$ cat src/design/tdrp_pkg.sv
// ----------------------------------------------------------------------------
// tdrp_pkg
// Shared types, widths and codes of the transmit descriptor ring producer.
// ----------------------------------------------------------------------------
package tdrp_pkg;

  // Ring depth default
  localparam int RING_SLOTS_DEF = 1024;

  // Field widths
  localparam int REQ_W    = 2;
  localparam int LEN_W    = 16;
  localparam int SLOT_W   = 10;
  localparam int STAT_W   = 2;
  localparam int ERR_W    = 2;
  localparam int FS_W     = 16;
  localparam int OFF_W    = 8;
  localparam int FIU_W    = 11;
  localparam int CNT_W    = 11;
  localparam int SUM_W    = 27;
  localparam int BYTES_W  = 26;
  localparam int CFG_A_W  = 2;
  localparam int CFG_D_W  = 16;
  localparam int WORD_W   = LEN_W + STAT_W;

  // Stream widths
  localparam int IN_DATA_W  = 32;
  localparam int OUT_DATA_W = 56;
  localparam int OUT_RES_W  = 1 + ERR_W + SLOT_W + 1 + CNT_W + BYTES_W;

  // Register reset values
  localparam logic [FS_W-1:0]  FRAME_SIZE_RST  = 16'd2048;
  localparam logic [OFF_W-1:0] PAYLOAD_OFF_RST = 8'd32;
  localparam logic [FIU_W-1:0] FRAMES_USE_RST  = 11'd1024;

  // Saturation limit of the byte count output
  localparam logic [SUM_W-1:0] BYTES_MAX = SUM_W'({BYTES_W{1'b1}});

  // Register indexes
  localparam logic [CFG_A_W-1:0] REG_FRAME_SIZE  = 2'd0;
  localparam logic [CFG_A_W-1:0] REG_PAYLOAD_OFF = 2'd1;
  localparam logic [CFG_A_W-1:0] REG_FRAMES_USE  = 2'd2;

  // Request codes
  localparam logic [REQ_W-1:0] REQ_PUT    = 2'd0;
  localparam logic [REQ_W-1:0] REQ_REPORT = 2'd1;
  localparam logic [REQ_W-1:0] REQ_QUERY  = 2'd2;

  // Slot status codes
  localparam logic [STAT_W-1:0] SLOT_AVAILABLE = 2'd0;
  localparam logic [STAT_W-1:0] SLOT_SEND_REQ  = 2'd1;
  localparam logic [STAT_W-1:0] SLOT_SENDING   = 2'd2;
  localparam logic [STAT_W-1:0] SLOT_WRONG_FMT = 2'd3;

  // Error codes
  localparam logic [ERR_W-1:0] ERR_NONE     = 2'd0;
  localparam logic [ERR_W-1:0] ERR_TOO_LONG = 2'd1;
  localparam logic [ERR_W-1:0] ERR_FULL     = 2'd2;

  // Control group from the sweep unit
  typedef struct packed {
    logic busy;
    logic wr;
    logic rd;
    logic load;
  } sweep_ctl_t;

  // A slot counts toward the pending totals
  function automatic logic is_pending(input logic [STAT_W-1:0] st);
    is_pending = (st == SLOT_SEND_REQ) || (st == SLOT_SENDING);
  endfunction

endpackage

$ cat src/design/tdrp_sweep.sv
// ----------------------------------------------------------------------------
// tdrp_sweep
// Clears every slot status after reset and recounts the pending totals over
// the slots in use after the frames-in-use register is written.
// ----------------------------------------------------------------------------
module tdrp_sweep import tdrp_pkg::*; #(
  parameter int RING_SLOTS = RING_SLOTS_DEF,
  parameter int N_WIDTH    = FIU_W
) (
  input  logic                          clk,
  input  logic                          rst,
  input  logic                          fiu_wr,
  input  logic [N_WIDTH-1:0]            n_eff,
  input  logic [WORD_W-1:0]             rdata,
  output sweep_ctl_t                    ctl,
  output logic [$clog2(RING_SLOTS)-1:0] addr,
  output logic [CNT_W-1:0]              cnt,
  output logic [SUM_W-1:0]              sum
);

  localparam int IDX_W = $clog2(RING_SLOTS);
  localparam logic [IDX_W-1:0] LAST = IDX_W'(RING_SLOTS - 1);

  localparam logic [1:0] SW_IDLE  = 2'd0;
  localparam logic [1:0] SW_CLEAR = 2'd1;
  localparam logic [1:0] SW_COUNT = 2'd2;
  localparam logic [1:0] SW_DRAIN = 2'd3;

  logic [1:0]       state;
  logic [IDX_W-1:0] ptr;
  logic [IDX_W-1:0] ptr_d;
  logic             rd_d;
  logic             hit;
  logic             load_q;

  // Entry returned this cycle lies in the ring and is pending
  assign hit = rd_d && (N_WIDTH'(ptr_d) < n_eff) && is_pending(rdata[STAT_W-1:0]);

  // Walk the memory one entry a cycle
  always_ff @(posedge clk) begin
    if (rst) begin
      state  <= SW_CLEAR;
      ptr    <= '0;
      rd_d   <= 1'b0;
      load_q <= 1'b0;
      cnt    <= '0;
      sum    <= '0;
    end else begin
      rd_d   <= (state == SW_COUNT) && !fiu_wr;
      load_q <= (state == SW_DRAIN) && !fiu_wr;
      ptr_d  <= ptr;
      unique case (state)
        SW_CLEAR: begin
          ptr <= ptr + IDX_W'(1);
          if (ptr == LAST) begin
            state <= SW_IDLE;
            ptr   <= '0;
          end
        end
        SW_COUNT: begin
          if (fiu_wr) begin
            ptr <= '0;
            cnt <= '0;
            sum <= '0;
          end else begin
            ptr <= ptr + IDX_W'(1);
            if (ptr == LAST) begin
              state <= SW_DRAIN;
              ptr   <= '0;
            end
            if (hit) begin
              cnt <= cnt + CNT_W'(1);
              sum <= sum + SUM_W'(rdata[WORD_W-1:STAT_W]);
            end
          end
        end
        SW_DRAIN: begin
          if (fiu_wr) begin
            state <= SW_COUNT;
            ptr   <= '0;
            cnt   <= '0;
            sum   <= '0;
          end else begin
            state <= SW_IDLE;
            if (hit) begin
              cnt <= cnt + CNT_W'(1);
              sum <= sum + SUM_W'(rdata[WORD_W-1:STAT_W]);
            end
          end
        end
        default: begin
          if (fiu_wr) begin
            state <= SW_COUNT;
            ptr   <= '0;
            cnt   <= '0;
            sum   <= '0;
          end
        end
      endcase
    end
  end

  // Memory access and load strobe; load once the last entry has been added
  assign addr     = ptr;
  assign ctl.busy = (state != SW_IDLE) || load_q;
  assign ctl.wr   = (state == SW_CLEAR);
  assign ctl.rd   = (state == SW_COUNT);
  assign ctl.load = load_q;

endmodule

$ cat config.mk
export PLATFORM = sky130hd
export DESIGN_NAME = tdrp_sweep
export DESIGN_NICKNAME = d
export VERILOG_FILES = /design/src/design/tdrp_pkg.sv /design/src/design/tdrp_sweep.sv
export SDC_FILE = /design/constraint.sdc
export NUM_CORES = 1
export LEC_CHECK = 0
export BUFFER_PORTS_ARGS = -buffer_cell sky130_fd_sc_hd__clkbuf_2
export CELL_PAD_IN_SITES_DETAIL_PLACEMENT = 0
export CELL_PAD_IN_SITES_GLOBAL_PLACEMENT = 1
export CORE_ASPECT_RATIO = 1.75
export CORE_MARGIN = 2
export CORE_UTILIZATION = 37
export CTS_BUF_LIST = sky130_fd_sc_hd__clkbuf_16
export CTS_CLUSTER_DIAMETER = 120
export DETAILED_ROUTE_END_ITERATION = 10
export GPL_TIMING_DRIVEN = 0
export PLACE_DENSITY_LB_ADDON = 0.05
export RECOVER_POWER = 100
export SLEW_MARGIN = 20
export SYNTH_ARGS = -nofsm -noshare
export SYNTH_HDL_FRONTEND = slang
export SYNTH_SLANG_ARGS = --single-unit
$ cat constraint.sdc
create_clock -name clk -period 2.3 [get_ports clk]
set_clock_uncertainty 0.1 [all_clocks]
set_input_delay 0.23 -clock clk [delete_from_list [all_inputs] [get_ports clk]]
set_output_delay 0.23 -clock clk [all_outputs]
set_load 0.1 [all_outputs]
==> results of run 1 <==
## worst max path at each step
stage / slack, ns / end
3_5_place_dp: -0.71 / sum[15]
2_1_floorplan: -0.11 / cnt[10]
4_1_cts: -0.19 / sum[22]
3_3_place_gp: -0.68 / sum[15]
5_1_grt: -0.32 / cnt[6]
6_report: -0.22 / cnt[6]
## synthesized netlist by cell type (5+ instances only)
master | n | share of area
a211oi_1 | 9 | 0.018
a21o_1 | 18 | 0.036
a21oi_1 | 37 | 0.049
a31oi_1 | 13 | 0.022
and3_1 | 7 | 0.012
clkbuf_1 | 11 | 0.011
dfxtp_1 | 52 | 0.28
edfxtp_1 | 10 | 0.080
ha_1 | 32 | 0.11
inv_1 | 15 | 0.015
nand2_1 | 43 | 0.043
nand2b_1 | 8 | 0.013
nand3_1 | 31 | 0.041
nand4_1 | 7 | 0.012
nor2_1 | 29 | 0.029
nor3_1 | 5 | 0.0066
o211ai_1 | 7 | 0.014
o21ai_0 | 13 | 0.017
o31ai_1 | 7 | 0.014
or4_1 | 9 | 0.018
xnor2_1 | 11 | 0.026
xor2_1 | 11 | 0.026
## kinds of logic after synthesis
family	Yosys count	synth area share
multiplexers	1	0.002655
XOR/XNOR	22	0.05111
flip-flops	62	0.3558
adder cells (fa/ha/maj)	33	0.1115
AND/OR/NAND/NOR	159	0.2121
AO/OA/AOI/OAI	131	0.2353
buffers and inverters	30	0.03153
## per-layer routing
| layer | vias up | GRT usage |
|---|---|---|
| met5 | - | 0 |
| met4 | 0 | 0.07721 |
| met3 | 7 | 0.04194 |
| met2 | 79 | 0.4028 |
| met1 | 1778 | 0.2273 |
| li1 | 1877 | - |
## flip-flops by register name (all words and copies together) (netlist names)
register	count
cnt	11
state	2
ptr_d	10
load_q	1
rd_d	1
addr	10
sum	27
## tightest hold or removal path: stages
cell      delay (ns)
clkbuf_2        0.10
nor2_2          0.07
nand3_1         0.07
a31oi_1         0.08
## area by class of cell
cell class | instances | area share
Buffer | 14 | 0.02016
Clock buffer | 9 | 0.04268
Clock inverter | 7 | 0.01043
Inverter | 15 | 0.01067
Multi-Input combinational cell | 346 | 0.5098
Sequential cell | 62 | 0.2665
Tap cell | 125 | 0.02964
Timing Repair Buffer | 101 | 0.1100
## power groups by stage
stage	Sequential [W]	Clock, W	Combinational (W)
6_report	0.00122	0.00130	0.00128
5_1_grt	0.00123	0.00138	0.00138
4_1_cts	0.00122	0.00134	0.00121
3_5_place_dp	0.00124	0	0.00108
3_3_place_gp	0.00124	0	0.00107
2_1_floorplan	0.00139	0	0.000659
## through the flow
step                hold WS [ns]  setup slack, ns  area, sq um
global route              0.1817          -0.3250         5276
finish                    0.1574          -0.2230         5276
CTS                       0.1408          -0.1941         5099
floorplan                 0.3327          -0.1070         3949
global placement          0.3474          -0.6782         4521
detailed placement        0.3549          -0.7064         4521
## repair_timing
item	4_1_cts	5_1_grt
gates resized for setup	45	29
hold endpoints to repair	0	0
cloned	1	1
setup endpoints to repair	37	45
pin swaps	24	19
buffers inserted	11	6
==> results.cfg, run 1 <==
[outcome]
status = finished with violations
failed_checks = negative setup slack

[floorplanning]
start_util = 0.3804
dieWidth_um = 80.31
die_y_um = 137.5
rows = 48
dieArea_sq_mm = 0.01104
io_pins = 84
core_sq_mm = 0.009910

[sta]
hold_viol_final = 0
tns_ns = -3.342
setup_ws_ns = -0.2230
fin_crit_sh = 1.097
slew_headroom = 0.5045
rsz0062_at_grt = true
slew_violations = 0
setup_viol = 33
clock.fmax_ghz = 0.3964
tightest_slew_ns = 0.7405
fin_crit_ns = 2.523

[power]
switching_power_w = 0.001411
p_clk_frac = 0.343
ir_drop_uv = 523.2
combPwrFrac = 0.337
power_w = 0.003808
p_sw_frac = 0.3705
p_leak_nw = 2.186
seq_power_share = 0.320
power.density_mw_per_mm2 = 721.6
power.internal_w = 0.002397

[routing]
drt_iter0_drc = 86
wirelength_met1_mm = 4.440
postRouteAntennaNets = 0
top_layer_used = met4
vias_per_cell = 5.510
wl_per_cell_um = 16.96
routed_wl_mm = 11.52
dr_wl_met3_um = 444
wl_met2_mm = 6.527
vias = 3741
drcViolationCount = 0
drt_first_pass_iters = 5

[placed_design]
place_hpwl_mm = 8.607
gp_congestion = 0.8207
io_buffers = 83
dp_cells = 646

[clock_tree]
cts_buffers = 9
cts-htree-levels = 3
clockBufferDepth = 2
clock_latency_ns = 0.33
cts_tree = built
clockRootBuffer = clkbuf_16
path_clk_slew_ns = 0.05
cts.sinks = 62
hold_buffers = 0

[yosys]
synth_area_sq_mm = 0.003770
ys_ff_latch = 62
yosysUniqueCellTypes = 58
synth.avg_cell_area_sq_um = 8.607
syn-num-nets = 503
synth_warnings = 0
ys_dominant_reg_cell = dfxtp_1
synth-edff-count = 10
syn_inst = 438
ys_seq_area_frac = 0.3558
ys_async_sr_fraction = 0

[critical_path]
crit_chain = ha_4 -> a21o_1 -> a2111oi_4 -> a21oi_2 -> a21o_1 -> buf_8 -> or4_1 -> a21oi_1
path_max_fanout = 10
startpoint = ptr_d[8]
slowest_delay_ns = 0.50
crit_top_cell = a21o_1
cp.arrival_ns = 2.68
end_kind = flop
reg2regPathDepth = 8
cpMaxStageDelayCell = or4_1
path_delay_family = compound AO/OA/AOI/OAI gates
crit_required_ns = 2.45
reg2reg_to = cnt[6]
critical_path_class = reg2reg
critical_path_depth = 8
rr_startpoint = ptr_d[8]
reg2reg_setup_slack_ns = -0.22
crit_buf_inv = 1
critPathLaunchType = flop

[final_layout]
area_growth_pct = 39.96
final_util = 0.5324
regArea_sq_mm = 0.001406
final_cells = 679
final_cell_mix = clkbuf_2, nand2_1, a21oi_1
diodes = 0
nFillCells = 947
nets = 614
layout_commonest_cell = clkbuf_2
multi_input_area_sq_mm = 0.002690
drive_above_1_share = 0.3700

[grt]
grt_pass1_vias = 3689
grt_pass1_wl_mm = 18.11
grt_max_degree = 16
antenna_found_initial = 0
grt_use_total = 0.2126
grt_overflow = 0

[min_path]
hold_path.class = in2reg
min-delay-start = rst
hold_depth = 4
hold_end = sum[20]

[job]
maxCapViolations = 0
No activity file was read; power rests on OpenSTA's default activity.
==> inputs of run 2 (changes only) <==
- SETUP_SLACK_MARGIN: default -> 0.1
==> run 2 against run 1 <==
Against the previous run:
- the run still ends with negative setup slack left
- register-to-register slack improved by 0.04 ns
- sequential share of layout area fell by 0.065 points
- final cell count is 0.29% higher
- first-iteration DRC count rose by 79%
- sequential power about the same
- highest routed layer unchanged
- critical path type unchanged
- hold slack better by 0.059 ns
- clock power fell by 5%
- cell area is 0.33% higher
==> results.cfg, run 2 (synthesis results as in run 1) <==
[sta]
setup_ws_ns = -0.1871
tightest_slew_ns = 1.212
clock.fmax_ghz = 0.4021
setup_viol = 35
slew_headroom = 0.1954
rsz0062_at_grt = true
tns_ns = -3.773
fin_crit_ns = 2.487
slew_violations = 0
hold_viol_final = 0
fin_crit_sh = 1.081

[min_path]
hold_path.class = in2reg

[grt]
grt_overflow = 0
grt_max_degree = 16
grt_use_total = 0.2137
grt_pass1_wl_mm = 18.04
antenna_found_initial = 0
grt_pass1_vias = 3694

[routing]
vias_per_cell = 5.565
routed_wl_mm = 11.54
drt_first_pass_iters = 4
drt_iter0_drc = 154
wl_per_cell_um = 16.95
vias = 3790
drcViolationCount = 0
postRouteAntennaNets = 0

[placed_design]
place_hpwl_mm = 8.649
place_area_sq_mm = 0.004616
io_buffers = 83
gp_congestion = 0.8249

[final_layout]
diodes = 0
largest_reg_flops = 27
stdcell_area_sq_mm = 0.005294
drive_above_1_share = 0.3022
reg_top3 = sum (27), cnt (11)
top_register = sum
nets = 616
layout_commonest_cell = clkbuf_1
final_cell_mix = clkbuf_1, nand2_1, clkbuf_2
area_growth_pct = 40.42

[critical_path]
critical_path_class = reg2reg
critPathLaunchType = flop
path_max_fanout = 10
end_kind = flop
cp.arrival_ns = 2.64
crit_required_ns = 2.46

[clock_tree]
clockBufferDepth = 2
hold_buffers = 0
cts_buffers = 9
cts.sinks = 62
cts_tree = built
cts-htree-levels = 3
path_clk_slew_ns = 0.06
clockRootBuffer = clkbuf_16
clock_latency_ns = 0.33

[floorplanning]
dieWidth_um = 80.31
dieArea_sq_mm = 0.01104
start_util = 0.3804
rows = 48
core_sq_mm = 0.009910
die_y_um = 137.5
io_pins = 84

[power]
p_leak_nw = 2.029
power_w = 0.003770
power.density_mw_per_mm2 = 712.2
ir_drop_uv = 661.4

[job]
maxCapViolations = 0

[outcome]
failed_checks = negative setup slack
status = finished with violations
-- run 2: cell types whose count changed in the layout (fill, tap and decap cells not counted), sizes merged --
cell / delta
clkbuf: +3
buf: -1
clkinv: -1
clkinvlp: +2
bufinv: -1
-- run 2: final timing paths --
path / start / end / slack [ns] / cells past startpoint
worst min-delay path: rst / sum[20] / 0.22 / 4
worst max-delay path: ptr_d[8] / cnt[4] / -0.19 / 8
worst min register to register: sum[15] / sum[15] / 0.38 / 2
worst max register to register: ptr_d[8] / cnt[4] / -0.19 / 8
-- run 2: layout make-up --
class,instances,area (sq um)
buffer,15,148.9
clock inverter,7,41.29
sequential,62,1408
fill,994,4616
clock buffer,9,225.2
multi-input combinational,346,2710
inverter,15,56.30
tap,125,156.4
timing repair buffer,102,548.0
-- run 2: report_power, final --
part           internal [W]  switching, W  total, W  leakage [nW]
Sequential          0.00115     0.0000662   0.00122         0.541
Clock              0.000718      0.000509   0.00123         0.126
Combinational      0.000458      0.000869   0.00133          1.36
Total               0.00233       0.00144   0.00377          2.03
-- run 2: critical path, stage by stage, from the launching register on --
cell and delay, ns:
edfxtp_1 0.41, ha_4 0.23, a21o_1 0.21, a2111oi_4 0.42
a21oi_2 0.12, a21o_1 0.21, buf_8 0.15, or4_4 0.41
a31oi_1 0.16
-- run 2: layer usage --
| layer | vias up | routed length [um] | track usage |
|---|---|---|---|
| li1 | 1863 | - | - |
| met1 | 1807 | 4259 | 0.2185 |
| met2 | 94 | 6578 | 0.4157 |
| met3 | 26 | 418 | 0.03866 |
| met4 | 0 | 286 | 0.08380 |
| met5 | - | 0 | 0 |
-- run 2: per-stage QoR --
| step | hold WS [ns] | utilization | setup slack [ns] | std cells |
|---|---|---|---|---|
| final | 0.2163 | 0.5342 | -0.1871 | 681 |
| after global routing | 0.2443 | 0.5342 | -0.3092 | 681 |
| after CTS | 0.1448 | 0.5212 | -0.1285 | 675 |
| after detailed placement | 0.3438 | 0.4658 | -0.5098 | 646 |
| after global placement | 0.3415 | 0.4658 | -0.4963 | 646 |
| after floorplan | 0.3327 | - | -0.05217 | 438 |
-- run 2: what timing repair did --
| action | 4_1_cts | 5_1_grt |
|---|---|---|
| pin swaps | 27 | 15 |
| buffers inserted | 11 | 8 |
| cloned | 2 | 0 |
| endpoints found under the setup margin | 37 | 48 |
| resized for setup | 35 | 32 |
